## src/rtl/i2r_pkg.sv

```systemverilog
// Shared types, letter codes and the numeral symbol table for the Roman numeral converter.
package i2r_pkg;

   // Default input width and the cap on letters for one input beat
   localparam int VALUE_BITS_DEF = 12;
   localparam int MAX_RESULTS    = 16;
   localparam int COUNT_BITS     = $clog2(MAX_RESULTS);

   // Symbol table geometry
   localparam int SYM_COUNT      = 13;
   localparam int SYM_IDX_BITS   = $clog2(SYM_COUNT);
   localparam int AMOUNT_BITS    = 10;

   // ASCII letter codes
   localparam logic [6:0] CHR_M = 7'h4D;
   localparam logic [6:0] CHR_D = 7'h44;
   localparam logic [6:0] CHR_C = 7'h43;
   localparam logic [6:0] CHR_L = 7'h4C;
   localparam logic [6:0] CHR_X = 7'h58;
   localparam logic [6:0] CHR_V = 7'h56;
   localparam logic [6:0] CHR_I = 7'h49;
   localparam logic [6:0] CHR_NONE = 7'h00;

   typedef enum logic {
      CTL_IDLE,
      CTL_RUN
   } ctl_state_type;

   // Controller to datapath
   typedef struct packed {
      logic load;
      logic step;
   } i2r_cmd_type;

   // Datapath to controller
   typedef struct packed {
      logic out_free;
      logic fin;
   } i2r_status_type;

   // One entry of the greedy symbol table
   typedef struct packed {
      logic [AMOUNT_BITS-1:0] amount;
      logic [6:0]             first;
      logic [6:0]             second;
      logic                   pair;
   } sym_type;

   // Look up a symbol, largest amount first
   function automatic sym_type sym_lookup(input logic [SYM_IDX_BITS-1:0] idx);
      sym_type s;
      s = '{amount: '0, first: CHR_I, second: CHR_NONE, pair: 1'b0};
      unique case (idx)
         4'd0:  s = '{amount: 10'd1000, first: CHR_M, second: CHR_NONE, pair: 1'b0};
         4'd1:  s = '{amount: 10'd900,  first: CHR_C, second: CHR_M,    pair: 1'b1};
         4'd2:  s = '{amount: 10'd500,  first: CHR_D, second: CHR_NONE, pair: 1'b0};
         4'd3:  s = '{amount: 10'd400,  first: CHR_C, second: CHR_D,    pair: 1'b1};
         4'd4:  s = '{amount: 10'd100,  first: CHR_C, second: CHR_NONE, pair: 1'b0};
         4'd5:  s = '{amount: 10'd90,   first: CHR_X, second: CHR_C,    pair: 1'b1};
         4'd6:  s = '{amount: 10'd50,   first: CHR_L, second: CHR_NONE, pair: 1'b0};
         4'd7:  s = '{amount: 10'd40,   first: CHR_X, second: CHR_L,    pair: 1'b1};
         4'd8:  s = '{amount: 10'd10,   first: CHR_X, second: CHR_NONE, pair: 1'b0};
         4'd9:  s = '{amount: 10'd9,    first: CHR_I, second: CHR_X,    pair: 1'b1};
         4'd10: s = '{amount: 10'd5,    first: CHR_V, second: CHR_NONE, pair: 1'b0};
         4'd11: s = '{amount: 10'd4,    first: CHR_I, second: CHR_V,    pair: 1'b1};
         4'd12: s = '{amount: 10'd1,    first: CHR_I, second: CHR_NONE, pair: 1'b0};
         default: s = '{amount: 10'd1,  first: CHR_I, second: CHR_NONE, pair: 1'b0};
      endcase
      return s;
   endfunction

endpackage

```

## src/rtl/i2r_ctrl.sv

```systemverilog
// Controller state machine: accepts an input beat and paces the datapath steps.
module i2r_ctrl (
   input  logic                   clock,
   input  logic                   reset,
   input  logic                   req_valid,
   output logic                   req_ready,
   output i2r_pkg::i2r_cmd_type   cmd,
   input  i2r_pkg::i2r_status_type status
);
   import i2r_pkg::*;

   ctl_state_type state_ff;
   ctl_state_type state_in;

   // State register
   always_ff @(posedge clock) begin
      if (reset) begin
         state_ff <= CTL_IDLE;
      end else begin
         state_ff <= state_in;
      end
   end

   // Next state and commands
   always_comb begin
      state_in  = state_ff;
      req_ready = 1'b0;
      cmd       = '{load: 1'b0, step: 1'b0};
      unique case (state_ff)
         CTL_IDLE: begin
            req_ready = 1'b1;
            if (req_valid) begin
               cmd.load = 1'b1;
               state_in = CTL_RUN;
            end
         end
         CTL_RUN: begin
            // advance only when the output slot can take a beat
            cmd.step = status.out_free;
            if (status.out_free && status.fin) begin
               state_in = CTL_IDLE;
            end
         end
         default: state_in = CTL_IDLE;
      endcase
   end

   // Never step while idle
   a_no_step_idle: assert property (@(posedge clock) disable iff (reset)
      state_ff == CTL_IDLE |-> !cmd.step)
      else $error("step issued while idle");

   // Step only into a free output slot
   a_step_free: assert property (@(posedge clock) disable iff (reset)
      cmd.step |-> status.out_free)
      else $error("step issued into a full output slot");

   // Finishing step returns to idle
   a_fin_idle: assert property (@(posedge clock) disable iff (reset)
      cmd.step && status.fin |=> state_ff == CTL_IDLE)
      else $error("controller missed end of item");

endmodule

```

## src/rtl/i2r_dpath.sv

```systemverilog
// Datapath: greedy symbol subtraction, letter counter and output register.
module i2r_dpath #(
   parameter int VALUE_BITS = i2r_pkg::VALUE_BITS_DEF
) (
   input  logic                    clock,
   input  logic                    reset,
   input  logic [VALUE_BITS-1:0]   req_value,
   input  i2r_pkg::i2r_cmd_type    cmd,
   output i2r_pkg::i2r_status_type status,
   output logic                    rsp_valid,
   input  logic                    rsp_ready,
   output logic [6:0]              rsp_letter,
   output logic                    rsp_char_valid,
   output logic                    rsp_last
);
   import i2r_pkg::*;

   localparam int CW = (VALUE_BITS > AMOUNT_BITS) ? VALUE_BITS : AMOUNT_BITS;

   // Working state of the current item
   logic [VALUE_BITS-1:0]   rem_ff, rem_in;
   logic [SYM_IDX_BITS-1:0] idx_ff, idx_in;
   logic                    second_ff, second_in;
   logic [COUNT_BITS-1:0]   count_ff, count_in;

   // Output register
   logic       valid_ff, valid_in;
   logic [6:0] letter_ff, letter_in;
   logic       cv_ff, cv_in;
   logic       last_ff, last_in;

   sym_type          sym;
   logic [CW-1:0]    rem_ext;
   logic [CW-1:0]    amt_ext;
   logic             fits;
   logic             cap;
   logic             emit;
   logic [6:0]       e_letter;
   logic             e_cv;
   logic             e_last;

   assign sym     = sym_lookup(idx_ff);
   assign rem_ext = CW'(rem_ff);
   assign amt_ext = CW'(sym.amount);
   assign fits    = rem_ext >= amt_ext;
   assign cap     = count_ff == COUNT_BITS'(MAX_RESULTS - 1);

   // Decide the next letter or a table advance
   always_comb begin
      rem_in    = rem_ff;
      idx_in    = idx_ff;
      second_in = second_ff;
      count_in  = count_ff;
      emit      = 1'b0;
      e_letter  = CHR_NONE;
      e_cv      = 1'b1;
      e_last    = 1'b0;
      if (second_ff) begin
         // second letter of a subtractive pair
         emit      = 1'b1;
         e_letter  = sym.second;
         e_last    = (rem_ff == '0) || cap;
         second_in = 1'b0;
      end else if (rem_ff == '0) begin
         // zero input: one empty beat
         emit   = 1'b1;
         e_cv   = 1'b0;
         e_last = 1'b1;
      end else if (fits) begin
         emit      = 1'b1;
         e_letter  = sym.first;
         rem_in    = VALUE_BITS'(rem_ext - amt_ext);
         second_in = sym.pair;
         e_last    = cap || (!sym.pair && rem_in == '0);
      end else begin
         idx_in = idx_ff + 1'b1;
      end
      if (emit) begin
         count_in = count_ff + 1'b1;
      end
      if (!cmd.step) begin
         rem_in    = rem_ff;
         idx_in    = idx_ff;
         second_in = second_ff;
         count_in  = count_ff;
      end
      if (cmd.load) begin
         rem_in    = req_value;
         idx_in    = '0;
         second_in = 1'b0;
         count_in  = '0;
      end
   end

   assign status.out_free = !valid_ff || rsp_ready;
   assign status.fin      = emit && e_last;

   // Load the output register on an emitting step, drop it when taken
   always_comb begin
      valid_in  = valid_ff && !rsp_ready;
      letter_in = letter_ff;
      cv_in     = cv_ff;
      last_in   = last_ff;
      if (cmd.step && emit) begin
         valid_in  = 1'b1;
         letter_in = e_letter;
         cv_in     = e_cv;
         last_in   = e_last;
      end
   end

   always_ff @(posedge clock) begin
      if (reset) begin
         valid_ff  <= 1'b0;
         second_ff <= 1'b0;
      end else begin
         valid_ff  <= valid_in;
         second_ff <= second_in;
      end
      rem_ff    <= rem_in;
      idx_ff    <= idx_in;
      count_ff  <= count_in;
      letter_ff <= letter_in;
      cv_ff     <= cv_in;
      last_ff   <= last_in;
   end

   assign rsp_valid      = valid_ff;
   assign rsp_letter     = letter_ff;
   assign rsp_char_valid = cv_ff;
   assign rsp_last       = last_ff;

   // An empty beat always closes its item
   a_empty_last: assert property (@(posedge clock) disable iff (reset)
      valid_ff && !cv_ff |-> last_ff)
      else $error("empty beat without last");

   // A pending second letter is emitted on the next step
   a_pair_emits: assert property (@(posedge clock) disable iff (reset)
      cmd.step && second_ff |=> valid_ff && cv_ff)
      else $error("second letter of pair lost");

   // Table advances never run past the last symbol while work remains
   a_idx_range: assert property (@(posedge clock) disable iff (reset)
      cmd.step && rem_ff != '0 && !second_ff |-> idx_ff < SYM_IDX_BITS'(SYM_COUNT))
      else $error("symbol index out of range");

endmodule

```

## src/rtl/integer_to_roman_numeral.sv

```systemverilog
// Top level of the integer to Roman numeral converter.
//
//  channel  dir  handshake            payload
//  req      in   req_valid/req_ready  req_value
//  rsp      out  rsp_valid/rsp_ready  rsp_letter, rsp_char_valid, rsp_last
//
// One input beat is taken, then the datapath walks a 13-entry symbol table,
// each cycle either sending one letter or moving to the next symbol.
// An item sends at most 16 letter beats.
// The output register lets the next input beat be taken while the last
// letter still waits; a stalled rsp side holds the walk in place.
// Reset empties the output register and returns the controller to idle.
module integer_to_roman_numeral #(
   parameter int VALUE_BITS = i2r_pkg::VALUE_BITS_DEF
) (
   input  logic                  clock,
   input  logic                  reset,
   input  logic                  req_valid,
   output logic                  req_ready,
   input  logic [VALUE_BITS-1:0] req_value,
   output logic                  rsp_valid,
   input  logic                  rsp_ready,
   output logic [6:0]            rsp_letter,
   output logic                  rsp_char_valid,
   output logic                  rsp_last
);
   import i2r_pkg::*;

   i2r_cmd_type    cmd;
   i2r_status_type status;

   i2r_ctrl u_ctrl (
      .clock     (clock),
      .reset     (reset),
      .req_valid (req_valid),
      .req_ready (req_ready),
      .cmd       (cmd),
      .status    (status)
   );

   i2r_dpath #(
      .VALUE_BITS (VALUE_BITS)
   ) u_dpath (
      .clock          (clock),
      .reset          (reset),
      .req_value      (req_value),
      .cmd            (cmd),
      .status         (status),
      .rsp_valid      (rsp_valid),
      .rsp_ready      (rsp_ready),
      .rsp_letter     (rsp_letter),
      .rsp_char_valid (rsp_char_valid),
      .rsp_last       (rsp_last)
   );

endmodule

```

## config.mk

```make
export PLATFORM = sky130hd
export DESIGN_NAME = integer_to_roman_numeral
export DESIGN_NICKNAME = d
export VERILOG_FILES = /design/src/rtl/i2r_pkg.sv /design/src/rtl/i2r_ctrl.sv /design/src/rtl/i2r_dpath.sv /design/src/rtl/integer_to_roman_numeral.sv
export SDC_FILE = /design/constraint.sdc
export NUM_CORES = 1
export LEC_CHECK = 0
export BUFFER_PORTS_ARGS = -buffer_cell sky130_fd_sc_hd__buf_4
export CAP_MARGIN = 20
export CORE_UTILIZATION = 59
export CTS_CLUSTER_DIAMETER = 60
export DETAILED_ROUTE_END_ITERATION = 16
export PLACE_DENSITY = 0.82
export REMOVE_ABC_BUFFERS = 1
export SLEW_MARGIN = 20
export SYNTH_ARGS = -nofsm -noshare
export SYNTH_HDL_FRONTEND = slang
export SYNTH_SLANG_ARGS = --single-unit
```

## constraint.sdc

```tcl
create_clock -name clock -period 3.25 [get_ports clock]
set_input_delay 0.1625 -clock clock [delete_from_list [all_inputs] [get_ports clock]]
set_output_delay 0.1625 -clock clock [all_outputs]
set_load 0.05 [all_outputs]
```

==> results of run 1 <==
stage by stage:
step	util	worst slack (ns)	total power (W)	hold WS, ns	cells
after floorplan	-	0.353	0.00159	0.232	274
after global placement	0.688	0.354	0.00178	0.343	359
after detailed placement	0.688	0.273	0.00181	0.347	359
after CTS	0.710	0.244	0.00220	0.0145	367
after global routing	0.710	0.00838	0.00234	0.0105	367
final	0.710	0.213	0.00220	0.0210	367
how the worst min path moves through the flow:
stage / end / slack (ns)
2_1_floorplan: u_dpath.rsp_valid / 0.23
3_3_place_gp: u_dpath.rsp_valid / 0.34
3_5_place_dp: u_dpath.rsp_valid / 0.35
4_1_cts: u_dpath.rsp_valid / 0.01
5_1_grt: u_dpath.rsp_valid / 0.01
6_report: u_dpath.rsp_valid / 0.02
cells by family after synthesis:
| kind of cell | share of synthesized area |
|---|---|
| and+or+nand+nor | 0.184 |
| AOI/OAI and AO/OA | 0.182 |
| DFF | 0.436 |
| buffers and inverters | 0.0447 |
| adders and majority gates | 0.0921 |
| xor gates and xnor gates | 0.0434 |
| muxes | 0.0157 |
| other | 0.00134 |
cell usage after synthesis, types with 2 or more instances:
master,count
o221ai_1,4
nor2b_1,4
nand2_1,29
nand3b_1,2
nor4_1,4
a211oi_1,2
xnor2_1,7
inv_1,19
a22o_1,5
or3_1,3
nand3_1,9
dfxtp_1,31
o21a_1,5
o31ai_1,4
xor2_1,5
a21boi_0,2
nor3_2,2
nor3_1,4
o22ai_1,2
a21o_1,2
nor2_1,18
nand4_1,9
edfxtp_1,20
ha_1,19
nand2b_1,2
and3_1,2
a31oi_1,2
mux2_2,3
a21oi_1,14
buf_4,3
clkbuf_1,7
nor4b_1,2
a211o_1,3
o21ai_0,12
power by group through the flow:
| stage | registers, W | clock network, W | logic, W |
|---|---|---|---|
| 2_1_floorplan | 0.000927 | 0 | 0.000664 |
| 3_3_place_gp | 0.000898 | 0 | 0.000887 |
| 3_5_place_dp | 0.000903 | 0 | 0.000909 |
| 4_1_cts | 0.000889 | 0.000391 | 0.000916 |
| 5_1_grt | 0.000901 | 0.000416 | 0.00102 |
| 6_report | 0.000890 | 0.000382 | 0.000932 |
routing by layer:
layer,wire length (um),vias up
li1,-,1101
met1,2760,1059
met2,2690,66
met3,304,7
met4,39,0
met5,0,-
worst reg2reg max path: stages (launching register included):
cell and delay [ns]:
edfxtp_1 0.39, inv_1 0.07, ha_1 0.16, inv_1 0.06, fa_1 0.40, nand3_1 0.13, a21oi_1 0.12, o221ai_1 0.24
nand2_1 0.15, mux2_2 0.38, ha_1 0.34, or3_1 0.40, o32ai_1 0.12
final cells by class:
type	instances	area share
sequential	51	0.387
inverter	19	0.0226
timing repair buffer	33	0.0785
tap	52	0.0206
clock buffer	6	0.0262
clock inverter	2	0.00476
multi-input combinational	204	0.461
sequential cells by signal (all words and copies together), names as in the netlist:
register / count
u_ctrl.state_ff: 1
u_dpath.count_ff: 4
u_dpath.sym: 20
u_dpath.second_ff: 1
u_dpath.rsp_last: 1
u_dpath.idx_ff: 4
u_dpath.rsp_valid: 1
u_dpath.rsp_letter: 6
u_dpath.rsp_char_valid: 1
u_dpath.rem_ext: 12
==> impl_results.md, run 1 <==
- R2R depth: 12
- Initial detailed-routing violation count: 174
- Data required time of the critical path: 3.46 ns
- Worst stage delay on the critical path: 0.40 ns
- Tot GR Track Use: 0.249
- Top post-synthesis cells by area: dfxtp_1 (22%), edfxtp_1 (21%), ha_1 (8.5%)
- Post-synth cell types: 58
- Leakage: 1.29 nW
- Seq pwr share: 0.404
- Most used routing layer: met2
- Placed cell area: 0.00306 mm2
- Vias/cell: 6.08
- Post-CTS Resized: 0
- DR pass1 iterations: 6
- Hold Fails Final Rpt: 0
- Multi-input gate area: 0.00145 mm2
- Grt met2 use: 0.416
- I/O Pins: 27
- Crit start category: flip-flop
- DRC Markers: 0
- Setup_tns: 0 ns
- EDFF count, synth: 20
- Largest net degree at the start of global routing: 27
- Placer Congestion: 0.932
- Cell internal pwr: 0.00137 W
- Final setup viols: 0
- Slew headroom: 0.566
- DRT antenna net count: 0
- Post-synth top area share: 0.222
- Final Slew Violations: 0
- Full die area: 0.00502 mm2
- First-pass GRT wire length: 9.81 mm
- CTS tree: yes
- Port buffer count: 25
- Share of layout cells above drive strength 1: 0.181
- Critical path type: flip-flop to flip-flop
- Sw Ratio: 0.378
- Post-synthesis sequential element count: 51
- Met3 Use GR: 0.0499
- Die span in x: 70.9 um
- CP bufs+invs: 2
- Clock Power Share: 0.173
- CTS H-Tree Depth: 2
- Via count: 2,233
- Skew-Pair Late Insertion Delay: 0.30 ns
- Cell accounting for the most synthesized area: dfxtp_1
- Worst-case clock buffer depth: 2
- Clock Tree Root: clkbuf_8
- Number of global-route vias before repair: 2,131
- Cell family with most CP delay: adder cells
- Crit path max-delay cell type: fa_1
- Worst Hold Path Cells: 2
- Gate power share: 0.423
- Worst slew pin tran: 0.649 ns
- CP Capture Point: u_dpath.sym[19]
- Part of the cycle the worst path needs: 0.934
- Post-route minimum period: 3.04 ns
- Max FO, Critical Path: 8
- Commonest non-fill, non-tap cells in the layout: buf_4 (33), dfxtp_1 (31), nand2_1 (29)
- CP cell instances: inv_1 > ha_1 > inv_1 > fa_1 > nand3_1 > a21oi_1 > o221ai_1 > nand2_1 > mux2_2 > ha_1 > or3_1 > o32ai_1
- Run status: finished clean
- Syn. warnings: 0
- P per Cell Area: 698 mW/mm2
- Synth-to-Final Area Change: 12.8%
- Mean area per synthesized cell: 9.82 um2
- CTS clk-pin slew, worst paths: 0.09 ns
- Post-synth top flop: dfxtp_1
- Worst path arrival time: 3.25 ns
- Synth Instances: 285
- Core area: 0.00444 mm2
- Initial Utilization: 0.630
- Hold_sp: reset
- Fill count: 324
- Clock Skew: 0.00829 ns
- Clock sinks: 51
- R2r endpoint: u_dpath.sym[19]
- N_diodes: 0
- Synth async-reset ratio: 0
- Syn Std Cell Area: 0.00280 mm2
- CP Capture Type: flip-flop
- DPL Wire Length: 4.29 mm
- Final nets: 350
- Initial antenna violation count: 0
- DIE HEIGHT: 70.9 um
- Worst Setup SP: u_dpath.rem_ext[0]
- Crit Reg-Reg Startpoint: u_dpath.rem_ext[0]
- FF-to-FF setup slack: 0.21 ns
- Highest clock rate: 329 MHz
- Register area share after synthesis: 0.436
- Post-CTS setup repair buffer count: 0
- Row count: 24
- NetSw: 0.000833 W
- Peak supply drop: 0.397 mV
- CTS Buf Count: 5
- Max cap viols: 0
- GRT overflow: 0
- CTS Hold Bufs: 0
- RSZ-0062 raised after global routing: no
- Seq. cell area: 0.00122 mm2
- Design Area, Final: 0.00316 mm2
- Crit path depth: 12
- DRT Wirelength: 5.79 mm
- Wire per inst: 15.8 um
- Hold Crit Class: input port to flip-flop
- Met1 Resource Use GR: 0.337
- Most common cell after layout, fill and taps aside: buf_4
Power figures use the tool's default switching activity.
==> run 2, diff against run 1 <==
--- a/config.mk
+++ b/config.mk
@@ -7,6 +7,7 @@
 export LEC_CHECK = 0
 export BUFFER_PORTS_ARGS = -buffer_cell sky130_fd_sc_hd__buf_4
 export CAP_MARGIN = 20
+export CORE_ASPECT_RATIO = 0.75
 export CORE_UTILIZATION = 59
 export CTS_CLUSTER_DIAMETER = 60
 export DETAILED_ROUTE_END_ITERATION = 16
==> constraint.sdc (replaced) <==
create_clock -name clock -period 3 [get_ports clock]
set_input_delay 0.15 -clock clock [delete_from_list [all_inputs] [get_ports clock]]
set_output_delay 0.15 -clock clock [all_outputs]
set_load 0.05 [all_outputs]
==> run 2 against run 1 <==
Sequential share of layout area fell by 1.3 points. First-iteration DRC count rose by 30%. Global-route usage rose by 2.0 points. Setup slack got worse by 0.095 ns. Fmax rose by 5.4%. Routed wire length rose by 8.4%. Count of clock-buffer cells in the layout did not move. Core utilization rose by 1.2 points. Worst hold slack got worse by 0.0080 ns. Largest cell class unchanged. Flip-flop and latch count did not move. Cell area rose by 3.4%. Via count rose by 2.9%.
==> impl_results.md, run 2 (synthesis results as in run 1) <==
- Initial detailed-routing violation count: 227 (+30%)
- Final Slew Violations: 0 (unchanged)
- Die span in x: 81.5 um (+15%)
- Data required time of the critical path: 3.22 ns (-0.24 ns)
- Most common cell after layout, fill and taps aside: buf_4
- Vias/cell: 6.03 (-0.91%)
- Core area: 0.00452 mm2 (+1.7%)
- Worst Hold Path Cells: 2 (unchanged)
- Max cap viols: 0 (unchanged)
- Grt met2 use: 0.405 (-0.0108)
- Initial Utilization: 0.619 (-0.0105)
- I/O Pins: 27 (unchanged)
- Clock sinks: 51 (unchanged)
- CTS Hold Bufs: 0 (unchanged)
- FF-to-FF setup slack: 0.12 ns (-0.10 ns)
- DRT antenna net count: 0 (unchanged)
- R2R depth: 9 (-3)
- CTS Buf Count: 5 (unchanged)
- Row count: 21 (-13%)
- Met1 Resource Use GR: 0.386 (+0.0493)
- Most used routing layer: met2
- Max reg flops: 20 (unchanged)
- Crit start category: flip-flop
- Skew-Pair Late Insertion Delay: 0.31 ns (about the same)
- Port buffer count: 25 (unchanged)
- Wire per inst: 16.5 um (+4.4%)
- Crit Reg-Reg Startpoint: u_dpath.rem_ext[5]
- Multi-input gate area: 0.00149 mm2 (+2.5%)
- Via count: 2,297 (+2.9%)
- Fill count: 345 (+6.5%)
- P per Cell Area: 758 mW/mm2 (+8.5%)
- DIE HEIGHT: 61.6 um (-13%)
- Peak supply drop: 0.489 mV (+23%)
- Largest net degree at the start of global routing: 27 (unchanged)
- Setup_tns: 0 ns (unchanged)
- CTS tree: yes
- Worst path arrival time: 3.10 ns (-0.15 ns)
- Final worst setup slack: 0.118 ns (-0.0951 ns)
- Final setup viols: 0 (unchanged)
- Number of global-route vias before repair: 2,061 (-3.3%)
- DPL Wire Length: 4.58 mm (+6.6%)
- DR pass1 iterations: 4 (-2)
- Slew headroom: 0.646 (+0.0795)
- Hold Crit Class: input port to flip-flop
- Setup WS pre-CTS: 0.0103 ns (-0.263 ns)
- Placer Congestion: 0.877 (-5.9%)
- Placed cell area: 0.00312 mm2 (+1.9%)
- CTS H-Tree Depth: 2 (unchanged)
- Initial antenna violation count: 0 (unchanged)
- Full die area: 0.00502 mm2 (about the same)
- Commonest non-fill, non-tap cells in the layout: buf_4 (42), dfxtp_1 (31), nand2_1 (28)
- CP Capture Type: flip-flop
- Critical path type: flip-flop to flip-flop
- DRT Wirelength: 6.27 mm (+8.4%)
- Tot GR Track Use: 0.268 (+0.0196)
- Post-route minimum period: 2.88 ns (-0.155 ns)
- Highest clock rate: 347 MHz (+5.4%)
- R2r endpoint: u_dpath.sym[19]
- Seq. cell area: 0.00122 mm2 (unchanged)
- Run status: finished clean
- Met3 Use GR: 0.0563 (+0.00644)
- Share of layout cells above drive strength 1: 0.228 (+0.0474)
- Part of the cycle the worst path needs: 0.961 (+0.0262)
- Final nets: 359 (+2.6%)
- GRT overflow: 0 (unchanged)
- Clock Skew: 0.00461 ns (-0.00368 ns)
- Clock Tree Root: clkbuf_8
- CTS clk-pin slew, worst paths: 0.09 ns (about the same)
- Synth-to-Final Area Change: 16.7%
- Design Area, Final: 0.00327 mm2 (+3.4%)
- Worst-case clock buffer depth: 2 (unchanged)
- Final Util: 0.723 (+0.0123)
- First-pass GRT wire length: 9.89 mm (+0.85%)
- Min-Delay Endpoint: u_dpath.rsp_valid
- N_diodes: 0 (unchanged)
- Leakage: 1.34 nW (+4.1%)
- DRC Markers: 0 (unchanged)
- Hold_sp: reset
- Worst slew pin tran: 0.527 ns (-0.122 ns)
- Hold Fails Final Rpt: 0 (unchanged)
- Max FO, Critical Path: 7 (-1)
[run 2: critical path: stages, from the launching register on]
cell	delay [ns]
edfxtp_1	0.41
ha_1	0.43
nand4_1	0.22
nor3_4	0.31
nor4_4	0.08
nand2_2	0.10
mux2_2	0.36
ha_1	0.34
or3_1	0.41
o32ai_1	0.13
[run 2: how the worst max path moves through the flow]
stage	end	slack [ns]	from
floorplan	u_dpath.rem_ext[0]	0.10	u_dpath.rem_ext[0]
global placement	u_dpath.sym[19]	0.15	u_dpath.rem_ext[0]
detailed placement	u_dpath.sym[19]	0.01	u_dpath.rem_ext[0]
CTS	u_dpath.sym[19]	0.005	u_dpath.rem_ext[0]
global route	u_dpath.sym[19]	-0.01	u_dpath.rem_ext[5]
finish	u_dpath.sym[19]	0.12	u_dpath.rem_ext[5]
[run 2: power breakdown]
part           leakage (nW)  switching (W)  internal (W)
Combinational         0.850       0.000648      0.000451
Sequential            0.442      0.0000775      0.000890
Clock                0.0492       0.000224      0.000185
[run 2: stage by stage]
stage	hold slack [ns]	cells	total power, W
after floorplan	0.219	274	0.00172
after global placement	0.332	371	0.00197
after detailed placement	0.336	371	0.00201
after CTS	0.00639	379	0.00242
after global routing	0.0118	381	0.00264
final	0.0130	381	0.00248
[run 2: area by class of cell]
class | instances | share of cell area
Tap cell | 57 | 0.0218
Inverter | 19 | 0.0230
Multi-Input combinational cell | 204 | 0.456
Clock inverter | 2 | 0.00307
Clock buffer | 6 | 0.0253
Sequential cell | 51 | 0.374
Timing Repair Buffer | 42 | 0.0966
[run 2: per-layer routing]
layer,part of all wire,vias to the layer above
met5,0,-
met4,0.0080,0
met3,0.074,6
met2,0.45,96
met1,0.47,1082
li1,-,1113
[run 2: timing repair]
action / 4_1_cts / 5_1_grt
pin swaps: 1 / 1
setup endpoints to repair: 1 / 14
buffers inserted: 0 / 2
cloned: 0 / 0
gates resized for setup: 0 / 10
